<file path="config.mk">
export PLATFORM = sky130hd
export DESIGN_NAME = decimal_to_roman_symbols_unit
export DESIGN_NICKNAME = d
export VERILOG_FILES = /design/src/design/drsu_pkg.sv /design/src/design/drsu_front.sv /design/src/design/drsu_back.sv /design/src/design/decimal_to_roman_symbols_unit.sv
export VERILOG_INCLUDE_DIRS = /design/src /design/src/design
export SDC_FILE = /design/constraint.sdc
export NUM_CORES = 1
export LEC_CHECK = 0
export BUFFER_PORTS_ARGS = -buffer_cell sky130_fd_sc_hd__buf_2
export CORE_ASPECT_RATIO = 1.4
export CORE_MARGIN = 2
export CORE_UTILIZATION = 66
export CTS_CLUSTER_DIAMETER = 120
export DETAILED_ROUTE_END_ITERATION = 6
export GPL_TIMING_DRIVEN = 0
export PLACE_DENSITY = 0.85
export SYNTH_ARGS = -nofsm -noshare
export SYNTH_HDL_FRONTEND = slang
export SYNTH_SLANG_ARGS = --single-unit
</file>
<file path="constraint.sdc">
create_clock -name clk -period 5 [get_ports clk]
set_input_delay 1 -clock clk [delete_from_list [all_inputs] [get_ports clk]]
set_output_delay 1 -clock clk [all_outputs]
set_load 0.02 [all_outputs]
</file>
<file path="src/design/decimal_to_roman_symbols_unit_defines.svh">
// ----------------------------------------------------------------------------
// Assertion macros for the decimal to Roman symbols unit
// Each check is compiled in for simulation and left empty when SYNTH is set.
// ----------------------------------------------------------------------------
`ifndef DECIMAL_TO_ROMAN_SYMBOLS_UNIT_DEFINES_SVH
`define DECIMAL_TO_ROMAN_SYMBOLS_UNIT_DEFINES_SVH

`ifndef SYNTH

// Property that must hold in the same cycle
`define DRSU_ASSERT_NOW(label, cond) \
  label: assert property (@(posedge clk) disable iff (rst) (cond)) \
    else $error("drsu check failed");

// Implication whose consequent is checked in the cycle after the antecedent
`define DRSU_ASSERT_NEXT(label, ante, cons) \
  label: assert property (@(posedge clk) disable iff (rst) (ante) |=> (cons)) \
    else $error("drsu check failed");

`else

`define DRSU_ASSERT_NOW(label, cond)
`define DRSU_ASSERT_NEXT(label, ante, cons)

`endif

`endif

</file>
<file path="src/design/drsu_pkg.sv">
// ----------------------------------------------------------------------------
// drsu_pkg
// Shared types, constants and the greedy step table of the Roman symbol unit.
// ----------------------------------------------------------------------------
package drsu_pkg;

  // Field widths
  localparam int VALUE_W  = 22;
  localparam int AMOUNT_W = 20;
  localparam int SYM_W    = 3;
  localparam int NUM_STEPS = 25;
  localparam int STEP_W   = $clog2(NUM_STEPS);

  // Largest value that has a numeral
  localparam logic [VALUE_W-1:0] MAX_VALUE = 22'd3999999;

  // Queue between front and back
  localparam int QUEUE_DEPTH = 2;
  localparam int QPTR_W      = $clog2(QUEUE_DEPTH);
  localparam int QCNT_W      = $clog2(QUEUE_DEPTH + 1);

  // Letter codes
  localparam logic [SYM_W-1:0] SYM_I = 3'd0;
  localparam logic [SYM_W-1:0] SYM_V = 3'd1;
  localparam logic [SYM_W-1:0] SYM_X = 3'd2;
  localparam logic [SYM_W-1:0] SYM_L = 3'd3;
  localparam logic [SYM_W-1:0] SYM_C = 3'd4;
  localparam logic [SYM_W-1:0] SYM_D = 3'd5;
  localparam logic [SYM_W-1:0] SYM_M = 3'd6;

  // Class of an accepted value
  typedef enum logic [1:0] {
    KIND_NUMERAL,
    KIND_ZERO,
    KIND_RANGE
  } kind_t;

  // Queue entry
  typedef struct packed {
    kind_t              kind;
    logic [VALUE_W-1:0] value;
  } entry_t;

  // Queue head seen by the back end
  typedef struct packed {
    logic   valid;
    entry_t entry;
  } head_t;

  // Front end status
  typedef struct packed {
    logic [QCNT_W-1:0] count;
  } front_status_t;

  // Back end sequencer states
  typedef enum logic [1:0] {
    BK_IDLE,
    BK_RUN,
    BK_PAIR
  } back_state_t;

  // One greedy step: amount, one or two symbols, repeat allowed
  typedef struct packed {
    logic [AMOUNT_W-1:0] amount;
    logic                pair;
    logic [SYM_W-1:0]    sym0;
    logic                ov0;
    logic [SYM_W-1:0]    sym1;
    logic                ov1;
    logic                repeat_ok;
  } step_t;

  function automatic step_t step_table(input logic [STEP_W-1:0] idx);
    step_t s;
    case (idx)
      5'd0:  s = '{20'd1000000, 1'b0, SYM_M, 1'b1, SYM_I, 1'b0, 1'b1};
      5'd1:  s = '{20'd900000,  1'b1, SYM_C, 1'b1, SYM_M, 1'b1, 1'b0};
      5'd2:  s = '{20'd500000,  1'b0, SYM_D, 1'b1, SYM_I, 1'b0, 1'b0};
      5'd3:  s = '{20'd400000,  1'b1, SYM_C, 1'b1, SYM_D, 1'b1, 1'b0};
      5'd4:  s = '{20'd100000,  1'b0, SYM_C, 1'b1, SYM_I, 1'b0, 1'b1};
      5'd5:  s = '{20'd90000,   1'b1, SYM_X, 1'b1, SYM_C, 1'b1, 1'b0};
      5'd6:  s = '{20'd50000,   1'b0, SYM_L, 1'b1, SYM_I, 1'b0, 1'b0};
      5'd7:  s = '{20'd40000,   1'b1, SYM_X, 1'b1, SYM_L, 1'b1, 1'b0};
      5'd8:  s = '{20'd10000,   1'b0, SYM_X, 1'b1, SYM_I, 1'b0, 1'b1};
      5'd9:  s = '{20'd9000,    1'b1, SYM_M, 1'b0, SYM_X, 1'b1, 1'b0};
      5'd10: s = '{20'd5000,    1'b0, SYM_V, 1'b1, SYM_I, 1'b0, 1'b0};
      5'd11: s = '{20'd4000,    1'b1, SYM_M, 1'b0, SYM_V, 1'b1, 1'b0};
      5'd12: s = '{20'd1000,    1'b0, SYM_M, 1'b0, SYM_I, 1'b0, 1'b1};
      5'd13: s = '{20'd900,     1'b1, SYM_C, 1'b0, SYM_M, 1'b0, 1'b0};
      5'd14: s = '{20'd500,     1'b0, SYM_D, 1'b0, SYM_I, 1'b0, 1'b0};
      5'd15: s = '{20'd400,     1'b1, SYM_C, 1'b0, SYM_D, 1'b0, 1'b0};
      5'd16: s = '{20'd100,     1'b0, SYM_C, 1'b0, SYM_I, 1'b0, 1'b1};
      5'd17: s = '{20'd90,      1'b1, SYM_X, 1'b0, SYM_C, 1'b0, 1'b0};
      5'd18: s = '{20'd50,      1'b0, SYM_L, 1'b0, SYM_I, 1'b0, 1'b0};
      5'd19: s = '{20'd40,      1'b1, SYM_X, 1'b0, SYM_L, 1'b0, 1'b0};
      5'd20: s = '{20'd10,      1'b0, SYM_X, 1'b0, SYM_I, 1'b0, 1'b1};
      5'd21: s = '{20'd9,       1'b1, SYM_I, 1'b0, SYM_X, 1'b0, 1'b0};
      5'd22: s = '{20'd5,       1'b0, SYM_V, 1'b0, SYM_I, 1'b0, 1'b0};
      5'd23: s = '{20'd4,       1'b1, SYM_I, 1'b0, SYM_V, 1'b0, 1'b0};
      // ones step, also for unused indexes
      default: s = '{20'd1,     1'b0, SYM_I, 1'b0, SYM_I, 1'b0, 1'b1};
    endcase
    return s;
  endfunction

endpackage

</file>
<file path="src/design/drsu_front.sv">
// ----------------------------------------------------------------------------
// drsu_front
// Accepts input values, classifies them and holds them in a short queue.
// ----------------------------------------------------------------------------
module drsu_front (
  input  logic                              clk,
  input  logic                              rst,
  input  logic                              s_tvalid,
  output logic                              s_tready,
  input  logic [drsu_pkg::VALUE_W-1:0]      in_value,
  output drsu_pkg::head_t                   head,
  input  logic                              pop,
  output drsu_pkg::front_status_t           status
);

  drsu_pkg::entry_t                  mem [drsu_pkg::QUEUE_DEPTH];
  logic [drsu_pkg::QPTR_W-1:0]       wr_ptr;
  logic [drsu_pkg::QPTR_W-1:0]       rd_ptr;
  logic [drsu_pkg::QCNT_W-1:0]       count;
  logic                              push;
  logic                              do_pop;
  drsu_pkg::entry_t                  new_entry;

  // Classify the incoming value
  always_comb begin
    new_entry.value = in_value;
    if (in_value > drsu_pkg::MAX_VALUE) begin
      new_entry.kind = drsu_pkg::KIND_RANGE;
    end else if (in_value == '0) begin
      new_entry.kind = drsu_pkg::KIND_ZERO;
    end else begin
      new_entry.kind = drsu_pkg::KIND_NUMERAL;
    end
  end

  assign s_tready = (count != drsu_pkg::QCNT_W'(drsu_pkg::QUEUE_DEPTH));
  assign push     = s_tvalid && s_tready;
  assign do_pop   = pop && (count != '0);

  // Queue storage
  always_ff @(posedge clk) begin
    if (push) begin
      mem[wr_ptr] <= new_entry;
    end
  end

  // Queue pointers and fill count
  always_ff @(posedge clk) begin
    if (rst) begin
      wr_ptr <= '0;
      rd_ptr <= '0;
      count  <= '0;
    end else begin
      if (push) begin
        wr_ptr <= wr_ptr + 1'b1;
      end
      if (do_pop) begin
        rd_ptr <= rd_ptr + 1'b1;
      end
      case ({push, do_pop})
        2'b10:   count <= count + 1'b1;
        2'b01:   count <= count - 1'b1;
        default: count <= count;
      endcase
    end
  end

  assign head.valid    = (count != '0);
  assign head.entry    = mem[rd_ptr];
  assign status.count  = count;

endmodule

</file>
<file path="src/design/drsu_back.sv">
// ----------------------------------------------------------------------------
// drsu_back
// Greedy sequencer: walks the step table; finishes one value before the next.
// ----------------------------------------------------------------------------
module drsu_back (
  input  logic                           clk,
  input  logic                           rst,
  input  drsu_pkg::head_t                head,
  output logic                           pop,
  output logic                           m_tvalid,
  input  logic                           m_tready,
  output logic [drsu_pkg::SYM_W-1:0]     out_symbol,
  output logic                           out_overline,
  output logic                           out_present,
  output logic                           out_range_error,
  output logic                           out_last
);

  drsu_pkg::back_state_t             state;
  drsu_pkg::back_state_t             state_next;
  logic [drsu_pkg::VALUE_W-1:0]      remaining;
  logic [drsu_pkg::STEP_W-1:0]       place_step;
  drsu_pkg::step_t                   cur;
  logic [drsu_pkg::VALUE_W-1:0]      amount_ext;
  logic [drsu_pkg::VALUE_W-1:0]      diff;
  logic                              ge;
  logic                              slot_free;
  logic                              load;
  logic                              sub_en;
  logic                              step_inc;
  logic                              emit;
  logic [drsu_pkg::SYM_W-1:0]        emit_sym;
  logic                              emit_ov;
  logic                              emit_present;
  logic                              emit_err;
  logic                              emit_last;

  // Current step and the compare/subtract against it
  assign cur        = drsu_pkg::step_table(place_step);
  assign amount_ext = drsu_pkg::VALUE_W'(cur.amount);
  assign ge         = (remaining >= amount_ext);
  assign diff       = remaining - amount_ext;
  assign slot_free  = !m_tvalid || m_tready;

  // Next state
  always_comb begin
    state_next = state;
    case (state)
      drsu_pkg::BK_IDLE: begin
        if (head.valid && slot_free &&
            head.entry.kind == drsu_pkg::KIND_NUMERAL) begin
          state_next = drsu_pkg::BK_RUN;
        end
      end
      drsu_pkg::BK_RUN: begin
        if (slot_free && ge) begin
          if (cur.pair) begin
            state_next = drsu_pkg::BK_PAIR;
          end else if (diff == '0) begin
            state_next = drsu_pkg::BK_IDLE;
          end
        end
      end
      drsu_pkg::BK_PAIR: begin
        if (slot_free) begin
          state_next = (diff == '0) ? drsu_pkg::BK_IDLE : drsu_pkg::BK_RUN;
        end
      end
      default: state_next = drsu_pkg::BK_IDLE;
    endcase
  end

  // Datapath controls and the symbol to emit
  always_comb begin
    pop          = 1'b0;
    load         = 1'b0;
    sub_en       = 1'b0;
    step_inc     = 1'b0;
    emit         = 1'b0;
    emit_sym     = drsu_pkg::SYM_I;
    emit_ov      = 1'b0;
    emit_present = 1'b0;
    emit_err     = 1'b0;
    emit_last    = 1'b0;
    case (state)
      drsu_pkg::BK_IDLE: begin
        if (head.valid && slot_free) begin
          pop = 1'b1;
          if (head.entry.kind == drsu_pkg::KIND_NUMERAL) begin
            load = 1'b1;
          end else begin
            emit      = 1'b1;
            emit_err  = (head.entry.kind == drsu_pkg::KIND_RANGE);
            emit_last = 1'b1;
          end
        end
      end
      drsu_pkg::BK_RUN: begin
        if (slot_free) begin
          if (ge) begin
            emit         = 1'b1;
            emit_sym     = cur.sym0;
            emit_ov      = cur.ov0;
            emit_present = 1'b1;
            if (!cur.pair) begin
              sub_en    = 1'b1;
              step_inc  = !cur.repeat_ok;
              emit_last = (diff == '0);
            end
          end else begin
            step_inc = 1'b1;
          end
        end
      end
      drsu_pkg::BK_PAIR: begin
        if (slot_free) begin
          emit         = 1'b1;
          emit_sym     = cur.sym1;
          emit_ov      = cur.ov1;
          emit_present = 1'b1;
          sub_en       = 1'b1;
          step_inc     = 1'b1;
          emit_last    = (diff == '0);
        end
      end
      default: begin
        pop = 1'b0;
      end
    endcase
  end

  // Sequencer state
  always_ff @(posedge clk) begin
    if (rst) begin
      state      <= drsu_pkg::BK_IDLE;
      remaining  <= '0;
      place_step <= '0;
    end else begin
      state <= state_next;
      if (load) begin
        remaining  <= head.entry.value;
        place_step <= '0;
      end else begin
        if (sub_en) begin
          remaining <= diff;
        end
        if (step_inc) begin
          place_step <= place_step + 1'b1;
        end
      end
    end
  end

  // Output register valid
  always_ff @(posedge clk) begin
    if (rst) begin
      m_tvalid <= 1'b0;
    end else if (emit) begin
      m_tvalid <= 1'b1;
    end else if (m_tready) begin
      m_tvalid <= 1'b0;
    end
  end

  // Output register payload
  always_ff @(posedge clk) begin
    if (emit) begin
      out_symbol      <= emit_sym;
      out_overline    <= emit_ov;
      out_present     <= emit_present;
      out_range_error <= emit_err;
      out_last        <= emit_last;
    end
  end

endmodule

</file>
<file path="src/design/decimal_to_roman_symbols_unit.sv">
// ----------------------------------------------------------------------------
// decimal_to_roman_symbols_unit
// Converts a binary value (0..3999999) into a stream of Roman numeral symbols.
// ----------------------------------------------------------------------------
// Usage:
//   Slave channel s_* carries one value per transaction in s_tdata[21:0].
//   Master channel m_* carries one symbol per transaction; m_tlast marks the
//   final symbol of a value. Zero gives one transaction with present low;
//   a value above 3999999 gives one transaction with range_error high.
// Path: an accepted value goes into the queue, then into the sequencer's
//   remaining register; each symbol leaves through the output register.
// Conversion: the greedy walk steps through the table (25 steps), emitting
//   symbols and passing steps that give none; zero and out-of-range values
//   give their single transaction without a walk. The greedy sequencer, one
//   step compare and subtract per cycle while not stalled, sets the pace.
// A two-entry queue lets values be taken while a conversion runs.
// Reset: queue empty, sequencer idle, no output transaction pending.
// Stall: while m_tready is low the output register holds; the sequencer
//   waits, and s_tready drops once the queue is full.
// ----------------------------------------------------------------------------
`include "decimal_to_roman_symbols_unit_defines.svh"

module decimal_to_roman_symbols_unit (
  input  logic        clk,
  input  logic        rst,
  input  logic        s_tvalid,
  output logic        s_tready,
  input  logic [23:0] s_tdata,   // [21:0] value, [23:22] zero
  output logic        m_tvalid,
  input  logic        m_tready,
  output logic [7:0]  m_tdata,   // [2:0] symbol, [3] overline, [7:4] zero
  output logic [1:0]  m_tuser,   // [0] present, [1] range_error
  output logic        m_tlast
);

  drsu_pkg::head_t                 head;
  drsu_pkg::front_status_t         front_status;
  logic                            pop;
  logic [drsu_pkg::SYM_W-1:0]      out_symbol;
  logic                            out_overline;
  logic                            out_present;
  logic                            out_range_error;
  logic                            out_last;

  // Front end: accept and classify
  drsu_front u_front (
    .clk      (clk),
    .rst      (rst),
    .s_tvalid (s_tvalid),
    .s_tready (s_tready),
    .in_value (s_tdata[drsu_pkg::VALUE_W-1:0]),
    .head     (head),
    .pop      (pop),
    .status   (front_status)
  );

  // Back end: greedy symbol sequencer
  drsu_back u_back (
    .clk             (clk),
    .rst             (rst),
    .head            (head),
    .pop             (pop),
    .m_tvalid        (m_tvalid),
    .m_tready        (m_tready),
    .out_symbol      (out_symbol),
    .out_overline    (out_overline),
    .out_present     (out_present),
    .out_range_error (out_range_error),
    .out_last        (out_last)
  );

  // Output packing
  assign m_tdata = {4'b0000, out_overline, out_symbol};
  assign m_tuser = {out_range_error, out_present};
  assign m_tlast = out_last;

  // Checks
  `DRSU_ASSERT_NOW(a_queue_bound, front_status.count <= drsu_pkg::QCNT_W'(drsu_pkg::QUEUE_DEPTH))
  `DRSU_ASSERT_NOW(a_error_alone, !(m_tvalid && m_tuser[1]) || (!m_tuser[0] && m_tlast))
  `DRSU_ASSERT_NOW(a_symbol_code, !(m_tvalid && m_tuser[0]) || (m_tdata[2:0] != 3'd7))
  `DRSU_ASSERT_NOW(a_pop_has_head, !pop || (front_status.count != '0))
  `DRSU_ASSERT_NEXT(a_hold_stall, m_tvalid && !m_tready, m_tvalid && $stable({m_tdata, m_tuser}))

endmodule
</file>
==> impl_metrics.json, run 1 <==
{
  "status": "finished, final reports clean",
  "yosysSeqAreaShare_pct": 43.3,
  "max_freq_ghz": 0.231,
  "hpwl_um": 12900,
  "powerDensity_nw_per_um2": 523,
  "finalWeightedCongestion": 0.998,
  "synth_edf_count": 55,
  "synth_cell_type_count": 76,
  "grt_pass1_vias": 5822,
  "post-route-util_pct": 77.6,
  "cp_data_required_time_ns": 5.27,
  "postCtsHoldBufs": 0,
  "drv_slew": 0,
  "period_minus_slack_ns": 4.33,
  "skew_ns": 0.0144,
  "ir_drop_v": 0.000392,
  "leakage_uw": 0.00317,
  "ctsHtreeMaxLevel": 4,
  "synth_cells": 712,
  "r2r_cells": 14,
  "cp.arrival_ns": 4.60,
  "num_antenna_cells": 0,
  "synth_top_flop_cell": "dfxtp_1",
  "clock-sinks": 120,
  "drive_gt1_share_pct": 14.0,
  "root_buffer": "clkbuf_16",
  "syn_to_final_growth_pct": 13.9,
  "wl_per_cell_um": 20.1,
  "synthesis.area_um2": 6820,
  "pin_count": 41,
  "netlist.area_leader.share_pct": 24.2,
  "via_per_inst": 6.31,
  "drt-initial-drc-count": 490,
  "grt_max_degree": 25,
  "tns_ns": 0,
  "initial_core_util_pct": 68.2,
  "synth_warnings": 0,
  "std_cell_rows": 43,
  "place_ws_ns": 0.753,
  "synth-seq-cells": 120,
  "path_clk_slew_ns": 0.06,
  "critical_path_class": "register to register",
  "dieArea_um2": 11200,
  "fill_cells": 676,
  "holdPathStages": 2,
  "clockBufferDepth": 2,
  "hp-class": "register to register",
  "period_share_pct": 86.6,
  "drv_cap": 0,
  "ys_async_sr_fraction_pct": 0,
  "seqCellArea_um2": 2950,
  "antenna_found_initial": 0,
  "vias": 5783,
  "rsz0062_at_grt": "false",
  "r2r_start": "u_back.cur[20]",
  "postCtsSetupBuffers": 0,
  "grt_util_all_layers_pct": 33.9,
  "antenna_left": 0,
  "worst-path-max-fanout": 10,
  "multi_input_area_um2": 3520,
  "port_buffers": 33,
  "routed_wirelength_um": 18400,
  "clk_latency_ns": 0.43,
  "core_area_um2": 10000,
  "synthTopCellsByArea": "edfxtp_1, dfxtp_1, ha_1",
  "cp-end-kind": "register",
  "grt_pass1_wl_um": 29700,
  "whs_ns": 0.521,
  "cts_resized": 0,
  "fin_nets": 836,
  "worstMarginPinSlew_ns": 1.11,
  "hold_viol": 0,
  "dpl_cell_area_um2": 7190,
  "setup_slack_ns": 0.668,
  "avgSynthCellArea_um2": 9.58,
  "reg2reg_to": "u_back.cur[19]",
  "cts_tree": "done",
  "r2r_slack_ns": 0.67,
  "post-route-cell-area_um2": 7770,
  "cts_buffers": 17,
  "drc_errors": 0,
  "min_from": "u_front.rd_ptr",
  "synth.largest_area_cell": "edfxtp_1",
  "die_w_um": 89.9,
  "synthTopCellsByCount": "nor2_1, dfxtp_1, edfxtp_1",
  "grt.overflow.total": 0,
  "synth.most_common_cell": "nor2_1",
  "first_pass_iters": 7,
  "setup_violations": 0,
  "relSlewSlack_pct": 25.7,
  "die_h_um": 124,
  "startpoint_type": "register"
}
flip-flops by register name, summed over array words and instances, names as in the netlist, named ones only:
register	count
u_back.cur	30
u_front.wr_ptr	1
u_back.m_tvalid	1
u_back.out_last	1
u_back.out_present	1
u_front.status	2
u_back.out_symbol	3
u_back.out_overline	1
u_front.rd_ptr	1
u_back.state	2
u_back.place_step	5
u_front.mem	48
u_back.remaining	22
u_back.out_range_error	1
report_power, final:
group          switching, µW  internal [µW]
Sequential              75.1           1210
Combinational           1000            570
Clock                    498            704
worst max-delay path by stage:
stage	to	startpoint	slack (ns)	depth (start not counted)
2_1_floorplan	u_back.cur[19]	m_tready	1.49	12
3_3_place_gp	u_back.cur[19]	m_tready	0.81	13
3_5_place_dp	u_back.cur[19]	m_tready	0.75	13
4_1_cts	u_back.cur[19]	u_back.remaining[0]	0.79	14
5_1_grt	u_back.cur[19]	u_back.cur[26]	0.47	13
6_report	u_back.cur[19]	u_back.cur[20]	0.67	14
final cells by class:
class                           count  area share, %
Sequential cell                   120           38.0
Timing Repair Buffer               34           2.32
Tap cell                          135           2.17
Inverter                           46           2.24
Multi-Input combinational cell    511           45.3
Clock buffer                       17           5.48
Clock inverter                     15           2.03
Buffer                             38           2.45
stage by stage:
| stage | cells | total power (µW) |
|---|---|---|
| after floorplan | 715 | 2430 |
| after global placement | 883 | 2760 |
| after detailed placement | 884 | 2820 |
| after CTS | 916 | 4040 |
| after global routing | 916 | 4270 |
| final | 916 | 4070 |
logic make-up (layout without fill, tap and decap cells):
logic type,after synthesis,count (layout),share of synthesized area (%)
xor gates and xnor gates,24,24,3.19
muxes,35,35,5.30
other,1,4,0.0550
and+or+nand+nor,230,230,16.9
buffers and inverters,84,150,5.34
DFF,120,120,43.3
adders and majority gates,40,40,7.45
AOI/OAI and AO/OA,178,178,18.5
metal layers:
metal  wire [µm]  share of wire [%]  vias up  track usage, %
li1            -                  -     2724               -
met1        7250                 39     2736            40.0
met2        9190                 50      255            58.2
met3        1010                5.5       68            6.41
met4         924                5.0        0            18.6
met5           0                  0        -               0
layout by cell type, fill, tap and decap left out, drive strengths merged, types with 4 or more instances in the layout:
cell,count
nor2,72
dfxtp,65
edfxtp,55
inv,54
buf,52
nand2,50
a211oi,44
a21oi,41
ha,39
clkbuf,37
mux2i,29
o21ai,21
nor2b,20
nand4,17
xnor2,15
nand3,13
nand2b,13
a21o,10
nor3,9
xor2,9
and3,7
or3,6
and2,6
mux2,6
o2111ai,5
o211ai,5
a22oi,5
a31oi,5
nor4,5
a2111oi,5
o22ai,4
o21a,4
conb,4
clkinv,4
worst max-delay path, cell delays in order (launching register included):
cell and delay, ns:
dfxtp_1 0.38, inv_1 0.07, ha_1 0.28, buf_2 0.19, nand4_1 0.17, nor4_2 0.49, o21ai_1 0.32, nand4_2 0.26
nand2_2 0.13, xnor2_1 0.15, nand2b_1 0.41, inv_1 0.26, ha_1 0.31, mux2_1 0.30, a221oi_1 0.44
(Power assumes the default switching activity.)
==> run 2, diff against run 1 <==
- ABC_CLOCK_PERIOD_IN_PS: default -> 5000
- BUFFER_PORTS_ARGS: -buffer_cell sky130_fd_sc_hd__buf_2 -> default
- CORE_UTILIZATION: 66 -> 67
- DONT_BUFFER_PORTS: default -> 1
- PLACE_DENSITY: 0.85 -> 0.82
- SYNTH_HIERARCHICAL: default -> 1
==> impl_metrics.json, run 2 <==
{
  "die_h_um": 124,
  "hpwl_um": 12700,
  "cp_slowest_cell": "mux2i_2",
  "drive_gt1_share_pct": 14.8,
  "vias": 5627,
  "core_area_um2": 10200,
  "period_share_pct": 92.7,
  "port_buffers": 0,
  "antenna_found_initial": 0,
  "rsz0062_at_grt": "false",
  "postCtsSetupBuffers": 0,
  "cp_num_buf_inv": 3,
  "synth.largest_area_cell": "edfxtp_1",
  "worst-path-max-fanout": 11,
  "fin_nets": 785,
  "crit_path_frequent_cell": "inv_1",
  "avgSynthCellArea_um2": 9.99,
  "synth.most_common_cell": "dfxtp_1",
  "grt.overflow.total": 0,
  "dp_cells": 836,
  "clock-sinks": 120,
  "r2r_slack_ns": 0.36,
  "drt-initial-drc-count": 419,
  "relSlewSlack_pct": 27.4,
  "path_delay_family": "compound AO/OA/AOI/OAI gates",
  "cts_tree": "done",
  "finalWeightedCongestion": 0.935,
  "cp_data_required_time_ns": 5.25,
  "die_w_um": 90.0,
  "r2r_start": "u_back/remaining[0]",
  "synth_cells": 695,
  "synthesis.area_um2": 6940,
  "first_pass_iters": 5,
  "yosysSeqAreaShare_pct": 42.5,
  "clk_latency_ns": 0.41,
  "synthTopCellsByCount": "dfxtp_1, nor2_1, edfxtp_1",
  "worstMarginPinSlew_ns": 1.09,
  "max_freq_ghz": 0.216,
  "routed_wirelength_um": 17800,
  "ys_async_sr_fraction_pct": 0,
  "layout.cells.non_filler": 868,
  "synth_warnings": 6,
  "tns_ns": 0,
  "worstSetupStartpoint": "u_back/remaining[0]",
  "startpoint_type": "register",
  "wl_per_cell_um": 20.5,
  "clockBufferDepth": 2,
  "holdPathStages": 2,
  "via_per_inst": 6.48,
  "final_common_cell": "dfxtp_1",
  "synth-seq-cells": 120,
  "synthTopCellsByArea": "edfxtp_1, dfxtp_1, ha_1",
  "grt_util_all_layers_pct": 32.4,
  "ir_drop_v": 0.000413,
  "cts_buffers": 17,
  "status": "finished, final reports clean",
  "antenna_left": 0,
  "crit_chain": "inv_1 > ha_1 > inv_1 > fa_1 > a21o_1 > a221oi_4 > o21ai_2 > a2111o_1 > nand2_1 > mux2i_2 > inv_1 > ha_1 > a2111oi_0",
  "std_cell_rows": 44,
  "cp-end-kind": "register",
  "hp-class": "register to register",
  "path_clk_slew_ns": 0.06,
  "critical_path_class": "register to register",
  "min_from": "u_front/status[1]",
  "grt_pass1_wl_um": 28200,
  "synth_edf_count": 55,
  "layout_common_cells": "dfxtp_1, nor2_1, edfxtp_1, a21oi_1, inv_1",
  "initial_core_util_pct": 67.8,
  "drc_errors": 0,
  "syn_to_final_growth_pct": 11.9,
  "postCtsHoldBufs": 0,
  "drv_cap": 0,
  "top_register": "u_front/mem",
  "grt_max_degree": 25,
  "pin_count": 41,
  "cp.arrival_ns": 4.89,
  "netlist.area_leader.share_pct": 23.8,
  "ctsHtreeMaxLevel": 4,
  "synth_cell_type_count": 90,
  "dieArea_um2": 11200,
  "max_stage_delay_ns": 0.68,
  "powerDensity_nw_per_um2": 553,
  "skew_ns": 0.00916,
  "grt_pass1_vias": 5562,
  "root_buffer": "clkbuf_16",
  "num_antenna_cells": 0,
  "r2r_cells": 13,
  "crit_cells": 13,
  "setup_violations": 0,
  "leakage_uw": 0.00321,
  "largest_reg_flops": 48,
  "period_minus_slack_ns": 4.64,
  "hold_viol": 0,
  "synth_top_flop_cell": "dfxtp_1",
  "cts_resized": 0,
  "drv_slew": 0
}
-- run 2: cell count changes after synthesis, moves of 4 or more --
cell       before  now
a211oi_1       44   27
and3_1          6   12
mux2_2          4   28
nand2_1        46   35
nand2_2         4    0
nand2b_1       13    9
nand4_1        16    6
nor2_1         72   62
nor2b_1        20    5
nor3_1          9   13
nor4_1          4    8
o2111ai_1       5    1
o31a_1          1    5
-- run 2: kinds of logic after synthesis --
kind of cell,after synthesis,share of synthesized area (%)
multiplexers,58,9.30
XOR/XNOR,23,3.01
buffers and inverters,84,5.32
other,1,0.0540
AO/OA/AOI/OAI,167,17.4
flip-flops,120,42.5
AND/OR/NAND/NOR,202,15.1
adder cells (fa/ha/maj),40,7.32
-- run 2: worst reg2reg max path: stages (launching register included) --
cell and delay, ns:
dfxtp_1 0.29, inv_1 0.06, ha_1 0.18, inv_1 0.06, fa_1 0.42, a21o_1 0.23, a221oi_4 0.42, o21ai_2 0.16
a2111o_1 0.61, nand2_1 0.19, mux2i_2 0.68, inv_1 0.32, ha_1 0.34, a2111oi_0 0.53
-- run 2: worst paths after layout --
check / end
hold reg to reg: u_front/status[1]
setup / recovery: u_back/cur[26]
hold / removal: u_front/status[1]
setup reg to reg: u_back/cur[26]
-- run 2: routing by layer --
layer	vias to the layer above	routed length [µm]	part of all wire [%]	track usage (%)
li1	2602	-	-	-
met1	2665	6880	39	37.5
met2	290	9080	51	56.4
met3	70	1000	5.6	5.87
met4	0	820	4.6	17.8
met5	-	0	0	0
-- run 2: where the power goes --
part	switching (µW)	internal (µW)
registers	114	1230
logic	1030	634
clock network	483	807
-- run 2: area by class of cell --
| class | instances | area [µm²] |
|---|---|---|
| Clock inverter | 15 | 210 |
| Tap cell | 138 | 173 |
| Multi-Input combinational cell | 494 | 3640 |
| Buffer | 40 | 203 |
| Fill cell | 699 | 2470 |
| Inverter | 44 | 166 |
| Sequential cell | 120 | 2950 |
| Clock buffer | 17 | 425 |
-- run 2: through the flow --
stage | hold WS [ns] | setup slack [ns] | cell area (µm²) | total power (µW) | util, %
2_1_floorplan | 0.474 | 1.11 | 6960 | 2570 | -
3_3_place_gp | 0.499 | 0.365 | 7130 | 2900 | 69.6
3_5_place_dp | 0.507 | 0.236 | 7130 | 2950 | 69.6
4_1_cts | 0.515 | 0.0843 | 7760 | 4270 | 75.8
5_1_grt | 0.538 | 0.166 | 7770 | 4520 | 75.9
6_report | 0.522 | 0.363 | 7770 | 4300 | 75.9
